--- config.mk ---
export PLATFORM = sky130hd
export DESIGN_NAME = sbd_ctrl
export DESIGN_NICKNAME = d
export VERILOG_FILES = /design/src/rtl/sbd_pkg.sv /design/src/rtl/sbd_ctrl.sv
export SDC_FILE = /design/constraint.sdc
export NUM_CORES = 1
export LEC_CHECK = 0
export ABC_AREA = 1
export BUFFER_PORTS_ARGS = -buffer_cell sky130_fd_sc_hd__buf_4
export CORE_AREA = 2 2 39 41
export DETAILED_ROUTE_END_ITERATION = 7
export DIE_AREA = 0 0 41 43
export PLACE_DENSITY = 0.75
export SLEW_MARGIN = 10
export SYNTH_ARGS = -nofsm -noshare
export SYNTH_HDL_FRONTEND = slang
export SYNTH_SLANG_ARGS = --single-unit
export TNS_END_PERCENT = 30
--- constraint.sdc ---
create_clock -name clk -period 1.8 [get_ports clk]
set_input_delay 0.45 -clock clk [delete_from_list [all_inputs] [get_ports clk]]
set_output_delay 0.45 -clock clk [all_outputs]
set_load 0.01 [all_outputs]
--- src/rtl/sbd_pkg.sv ---
// sbd_pkg: types, constants and codes shared by the brick directory allocator
// no dependencies
package sbd_pkg;

  localparam int MAX_GRID_EDGE     = 64;
  localparam int BRICK_EDGE        = 4;
  localparam int DIRECTORY_ENTRIES = 4096;
  localparam int SLOT_COUNT        = 4096;

  localparam int DIR_AW  = 12;   // directory address bits
  localparam int SLOT_W  = 12;
  localparam int CNT_W   = 13;
  localparam int EDGE_W  = 7;

  localparam logic [63:0] HASH_OFFSET = 64'd1469598103934665603;
  // prime is 2^40 + 435: shift plus a narrow multiply
  localparam int          HASH_SHIFT  = 40;
  localparam logic [8:0]  HASH_LOW    = 9'd435;

  localparam logic [1:0] OP_ACQUIRE = 2'd0;
  localparam logic [1:0] OP_FIND    = 2'd1;
  localparam logic [1:0] OP_CLEAR   = 2'd2;
  localparam logic [1:0] OP_SPARE   = 2'd3;   // unassigned code, behaves as find

  localparam logic [2:0] ST_FOUND   = 3'd0;
  localparam logic [2:0] ST_NEW     = 3'd1;
  localparam logic [2:0] ST_ABSENT  = 3'd2;
  localparam logic [2:0] ST_RANGE   = 3'd3;
  localparam logic [2:0] ST_LIMIT   = 3'd4;
  localparam logic [2:0] ST_CLEARED = 3'd5;

  localparam logic [1:0] REG_GRID_W     = 2'd0;
  localparam logic [1:0] REG_GRID_H     = 2'd1;
  localparam logic [1:0] REG_GRID_D     = 2'd2;
  localparam logic [1:0] REG_MAX_BRICKS = 2'd3;

  typedef struct packed {
    logic [1:0]  op;
    logic [17:0] cell_index;
  } cmd_t;

  typedef struct packed {
    logic [2:0]  status;
    logic [11:0] brick_slot;
    logic [5:0]  local_index;
    logic [12:0] allocated_count;
    logic [31:0] failure_count;
    logic [63:0] order_hash;
  } res_t;

  typedef struct packed {
    logic latch_in;
    logic sweep;
    logic clr_done;
    logic mul1;
    logic mul2;
    logic chk;
    logic div_start;
    logic div_sel;
    logic latch_div1;
    logic latch_div2;
    logic dir1;
    logic dir2;
    logic rd;
    logic decide;
    logic hash;
    logic load_out;
  } sbd_cmd_t;

  typedef struct packed {
    logic op_clear;
    logic sweep_last;
    logic idx_oor;
    logic dir_oor;
    logic div_done;
    logic alloc;
    logic out_free;
  } sbd_stat_t;

endpackage

--- src/rtl/sbd_ctrl.sv ---
// sbd_ctrl: sequencer for clearing, range check, division, lookup and update
// depends on sbd_pkg
module sbd_ctrl (
  input  logic                clk,
  input  logic                rst,
  input  logic                cmd_valid,
  output logic                cmd_stall,
  input  sbd_pkg::sbd_stat_t  stat,
  output sbd_pkg::sbd_cmd_t   ctl
);

  localparam logic [3:0] S_INIT = 4'd0;
  localparam logic [3:0] S_IDLE = 4'd1;
  localparam logic [3:0] S_CLR  = 4'd2;
  localparam logic [3:0] S_MUL1 = 4'd3;
  localparam logic [3:0] S_MUL2 = 4'd4;
  localparam logic [3:0] S_CHK  = 4'd5;
  localparam logic [3:0] S_DIV1 = 4'd6;
  localparam logic [3:0] S_DIV2 = 4'd7;
  localparam logic [3:0] S_DIR1 = 4'd8;
  localparam logic [3:0] S_DIR2 = 4'd9;
  localparam logic [3:0] S_RD   = 4'd10;
  localparam logic [3:0] S_DEC  = 4'd11;
  localparam logic [3:0] S_HASH = 4'd12;
  localparam logic [3:0] S_OUT  = 4'd13;

  logic [3:0] state, state_next;

  assign cmd_stall = (state != S_IDLE);

  always_ff @(posedge clk) begin
    if (rst) state <= S_INIT;
    else     state <= state_next;
  end

  always_comb begin
    ctl        = '0;
    state_next = state;
    case (state)
      S_INIT: begin
        ctl.sweep = 1'b1;
        if (stat.sweep_last) state_next = S_IDLE;
      end
      S_IDLE: begin
        if (cmd_valid) begin
          ctl.latch_in = 1'b1;
          state_next   = stat.op_clear ? S_CLR : S_MUL1;
        end
      end
      S_CLR: begin
        ctl.sweep = 1'b1;
        if (stat.sweep_last) begin
          ctl.clr_done = 1'b1;
          state_next   = S_OUT;
        end
      end
      S_MUL1: begin
        ctl.mul1   = 1'b1;
        state_next = S_MUL2;
      end
      S_MUL2: begin
        ctl.mul2   = 1'b1;
        state_next = S_CHK;
      end
      S_CHK: begin
        ctl.chk = 1'b1;
        if (stat.idx_oor) begin
          state_next = S_OUT;
        end else begin
          ctl.div_start = 1'b1;
          state_next    = S_DIV1;
        end
      end
      S_DIV1: begin
        if (stat.div_done) begin
          ctl.latch_div1 = 1'b1;
          ctl.div_start  = 1'b1;
          ctl.div_sel    = 1'b1;
          state_next     = S_DIV2;
        end
      end
      S_DIV2: begin
        if (stat.div_done) begin
          ctl.latch_div2 = 1'b1;
          state_next     = S_DIR1;
        end
      end
      S_DIR1: begin
        ctl.dir1   = 1'b1;
        state_next = S_DIR2;
      end
      S_DIR2: begin
        ctl.dir2   = 1'b1;
        state_next = S_RD;
      end
      S_RD: begin
        ctl.rd     = 1'b1;
        state_next = stat.dir_oor ? S_OUT : S_DEC;
      end
      S_DEC: begin
        ctl.decide = 1'b1;
        state_next = stat.alloc ? S_HASH : S_OUT;
      end
      S_HASH: begin
        ctl.hash   = 1'b1;
        state_next = S_OUT;
      end
      S_OUT: begin
        if (stat.out_free) begin
          ctl.load_out = 1'b1;
          state_next   = S_IDLE;
        end
      end
      default: state_next = S_IDLE;
    endcase
  end

endmodule

# [Word-level counts from Yosys, hierarchy flattened]
# Cells that the tools add are included.
[totals] regBits=4 latchBits=0 mem_bits_rw=0 rom_bits=0 in_bits=10 out_inout_bits=17 word_cells=56 mem_count=0
[op_classes] addsub=0 n_mul=0 div_mod_pow=0 n_lt_le_gt_ge=0 eq_ne=20 shift=0 n_mux=32 bitwise=0 n_reduce_logical=3
[ops] operator="4-bit case mux with 14 select lines" n=1
[ops] operator="4-bit 2-to-1 mux" n=7
[ops] operator="4-bit equality test (second input constant)" n=6
[ops] operator="1-bit 2-to-1 mux" n=20
[ops] operator="4-bit by 3-bit equality test with 1-bit output (second input constant)" n=4
[ops] operator="2-bit inequality test (second input constant)" n=6
[ops] operator="4-bit by 2-bit equality test with 1-bit output (second input constant)" n=2
[ops] operator="3-bit 2-to-1 mux" n=2
[ops] operator="6-bit AND reduction" n=1
[ops] operator="4-bit by 1-bit equality test with 1-bit output (second input constant)" n=1
[ops] operator="4-bit zero test" n=1
[ops] operator="4-bit by 1-bit inequality test with 1-bit output (second input constant)" n=1
[ops] operator="2-bit 2-to-1 mux" n=1
[ops] operator="1-bit case mux with 2 select lines" n=1
[ops] operator="2-bit OR reduction" n=1

# [Depth between registers and ports, before layout]
[logic_depth] word_depth=3 depth_mapped=10 depth_no_buf=9

# [Worst setup path before layout]
# No wires, ideal clock.
[synth_path] path_type="reg-to-output" from="register state[0]" to="output port ctl[8] (netlist name)" t_arrival_ns=1.118 t_required_ns=1.350 slack_ns=0.232 path_stages_with_launch=8 n_path_buf=2 path_cell_list="dfxtp_1 -> buf_4 -> inv_2 -> nand2_1 -> nor2_1 -> inv_1 -> nor2_1 -> buf_4"
[synth_rtl] element="start, declared" line="sbd_ctrl.sv:27" source="logic [3:0] state, state_next;"
[synth_rtl] element="start signal, assigned" line="sbd_ctrl.sv:33" source="else state <= state_next;"
[synth_rtl] element="end, declared" line="sbd_ctrl.sv:9" source="output sbd_pkg::sbd_cmd_t ctl"

==> flow_metrics.env <==
export IMPL_max_slew_worst_pin_slew_ns=0.263
export IMPL_netlist_instances=101
export IMPL_p_per_area_nw_per_um2=1200
export IMPL_regMostFlops="state"
export IMPL_cts_setup_buffers=0
export IMPL_antennaDiodeCount=0
export IMPL_final_cell_count_no_fill=144
export IMPL_power_leakage_uw=0.000426
export IMPL_crit_buf_inv=3
export IMPL_r2r_cells=7
export IMPL_timing_rr_end="state[0]"
export IMPL_grt_usage_pct=18.8
export IMPL_clk_path_buf_depth=2
export IMPL_biggestRegsByFlops="state x4"
export IMPL_synth_cell_type_count=17
export IMPL_hold_buffers=0
export IMPL_routedWlPerCell_um=9.99
export IMPL_start_util_pct=37.3
export IMPL_grt_overflow_total=0
export IMPL_place_gp_congestion=0.850
export IMPL_dpl_cell_count=141
export IMPL_worst_path_largest_cell_delay_ns=0.37
export IMPL_grt_max_degree=10
export IMPL_whs_ns=0.395
export IMPL_run_status="completed"
export IMPL_cp_cell_sequence="inv_2, nand2_1, nor2_1, inv_1, o21ai_0, buf_4"
export IMPL_cts_buffers=3
export IMPL_cts_tree="built"
export IMPL_peakVddDrop_mv=0.746
export IMPL_hold_viol=0
export IMPL_routed_via_density=4.79
export IMPL_syn2layout_area_growth_pct=44.4
export IMPL_vias=690
export IMPL_hpwl_mm=1.19
export IMPL_hold_end="state[1]"
export IMPL_first_pass_iters=4
export IMPL_r2r_start="state[0]"
export IMPL_die_w_um=41
export IMPL_fp_dieArea_um2=1760
export IMPL_layout_nets=140
export IMPL_timing_final_max_slew_violations=0
export IMPL_startpoint_type="flip-flop"
export IMPL_ys_seq_elements=4
export IMPL_layout_min_cycle_time_ns=1.74
export IMPL_cts_root_buf="clkbuf_4"
export IMPL_crit_type="flip-flop to output pin"
export IMPL_slowest_stage="dfxtp_2"
export IMPL_core_area_um2=1380
export IMPL_cp_required_ns=1.35
export IMPL_clkLatencyLatePin_ns=0.23
export IMPL_end_kind="output pin"
export IMPL_setup_viol=0
export IMPL_drive_above_1_share_pct=38.3
export IMPL_fp_row_count=14
export IMPL_period_share_pct=96.8
export IMPL_synth_avg_cell_area_um2=5.10
export IMPL_rrSetupSlack_ns=0.52
export IMPL_io_pins=27
export IMPL_layout_setup_ws_ns=0.0581
export IMPL_cap_violations=0
export IMPL_clkTransAtPathRegs_ns=0.04
export IMPL_postRouteAntennaNets=0
export IMPL_syn_nets=111
export IMPL_first_global_vias=579
export IMPL_finalWirelength_mm=1.44
export IMPL_whs_path_depth=2
export IMPL_grt_first_pass_wirelength_mm=2.35
export IMPL_pre_cts_slack_ns=0.240
export IMPL_drc=0
export IMPL_max_freq_mhz=574
export IMPL_path_delay_family="flip-flops"
export IMPL_drt_iter0_markers=17
export IMPL_final_core_util_pct=53.8
export IMPL_arrival_ns=1.29
export IMPL_clkSinkCount=4
export IMPL_htreeDepth=1
export IMPL_skew_ns=0.00245
export IMPL_hold_start="rst"
export IMPL_synth_seq_area_share_pct=15.5
export IMPL_fp_dieH_um=43
export IMPL_synth_warnings=0
export IMPL_rsz0062_at_grt="yes"
export IMPL_antenna_found_initial=0
export IMPL_largest_reg_flops=4
export IMPL_syn_area_um2=515
export IMPL_port_buffers=26
export IMPL_cp_max_fo=9
export IMPL_max_slew_margin_pct=82.4
export IMPL_hp_class="input pin to flip-flop"
-- cells in the mapped netlist (all sizes together) --
cell	number	area share [%]
o211ai	1	1.5
dfxtp	4	16
o21ai	3	2.9
nor3	3	2.9
nand3	7	7.8
a21oi	3	2.9
clkinv	1	0.97
buf	2	2.9
inv	17	12
o21bai	1	1.5
nor2	30	26
nand2	29	23
-- cell type report --
cell class | instances | area, um2
Inverter | 18 | 68.8
Timing Repair Buffer | 26 | 195
Clock buffer | 3 | 22.5
Fill cell | 148 | 639
Sequential cell | 4 | 83.8
Multi-Input combinational cell | 77 | 354
Tap cell | 16 | 20.0
-- cells in the final DEF, fill, tap and decap left out, types with 3 or more instances in the layout --
master	Yosys	routed
nand2_1	25	25
o21ai_0	3	3
nor2_2	5	6
inv_2	3	4
nand3_1	6	6
dfxtp_2	0	3
a21oi_1	3	3
buf_4	2	26
nor2_1	24	23
inv_1	14	13
clkbuf_4	0	3
nand2_2	4	4
nor3_1	3	3
-- power breakdown --
part / total (uW) / internal, uW / switching [uW]
registers: 190 / 125 / 64.6
logic: 596 / 233 / 363
clock network: 108 / 74.4 / 33.7
-- worst reg2reg max path, delay by kind of cell (launching register included) --
family	cells	cell delay [ns]
compound gates	1	0.12
simple gates	5	0.55
buf+inv	1	0.08
flops	1	0.42
-- how the worst max path moves through the flow --
stage / startpoint / end / slack [ns] / cells past startpoint
after global placement: state[0] / ctl[15] / 0.30 / 5
final: state[0] / ctl[9] / 0.06 / 6
after CTS: state[1] / ctl[9] / 0.04 / 5
after floorplan: state[0] / ctl[8] / 0.23 / 7
after detailed placement: state[0] / ctl[9] / 0.24 / 5
after global routing: state[0] / ctl[8] / -0.004 / 6
-- per-stage QoR --
stage	cell area, um2	power, uW	TNS [ns]
5_1_grt	744	988	-0.00718
3_5_place_dp	716	766	0
4_1_cts	739	882	0
2_1_floorplan	515	592	0
6_report	744	894	0
3_3_place_gp	716	763	0
-- cell families after synthesis --
logic type | count (synthesis) | synth area share [%]
simple gates | 69 | 59.5
buf+inv | 20 | 16.3
compound gates | 8 | 8.74
flops | 4 | 15.5
-- timing repair --
action,4_1_cts,5_1_grt
pin swaps,0,0
setup endpoints to repair,1,5
gates resized for setup,1,4
gates cloned,0,0
-- layer usage --
layer | wire (um) | up-vias | global-route usage (%)
met3 | 101 | 0 | 5.24
met4 | 0 | 0 | 4.00
met5 | 0 | - | 0
met2 | 719 | 28 | 30.6
li1 | - | 358 | -
met1 | 617 | 304 | 23.4
Power figures use the tool's default switching activity.
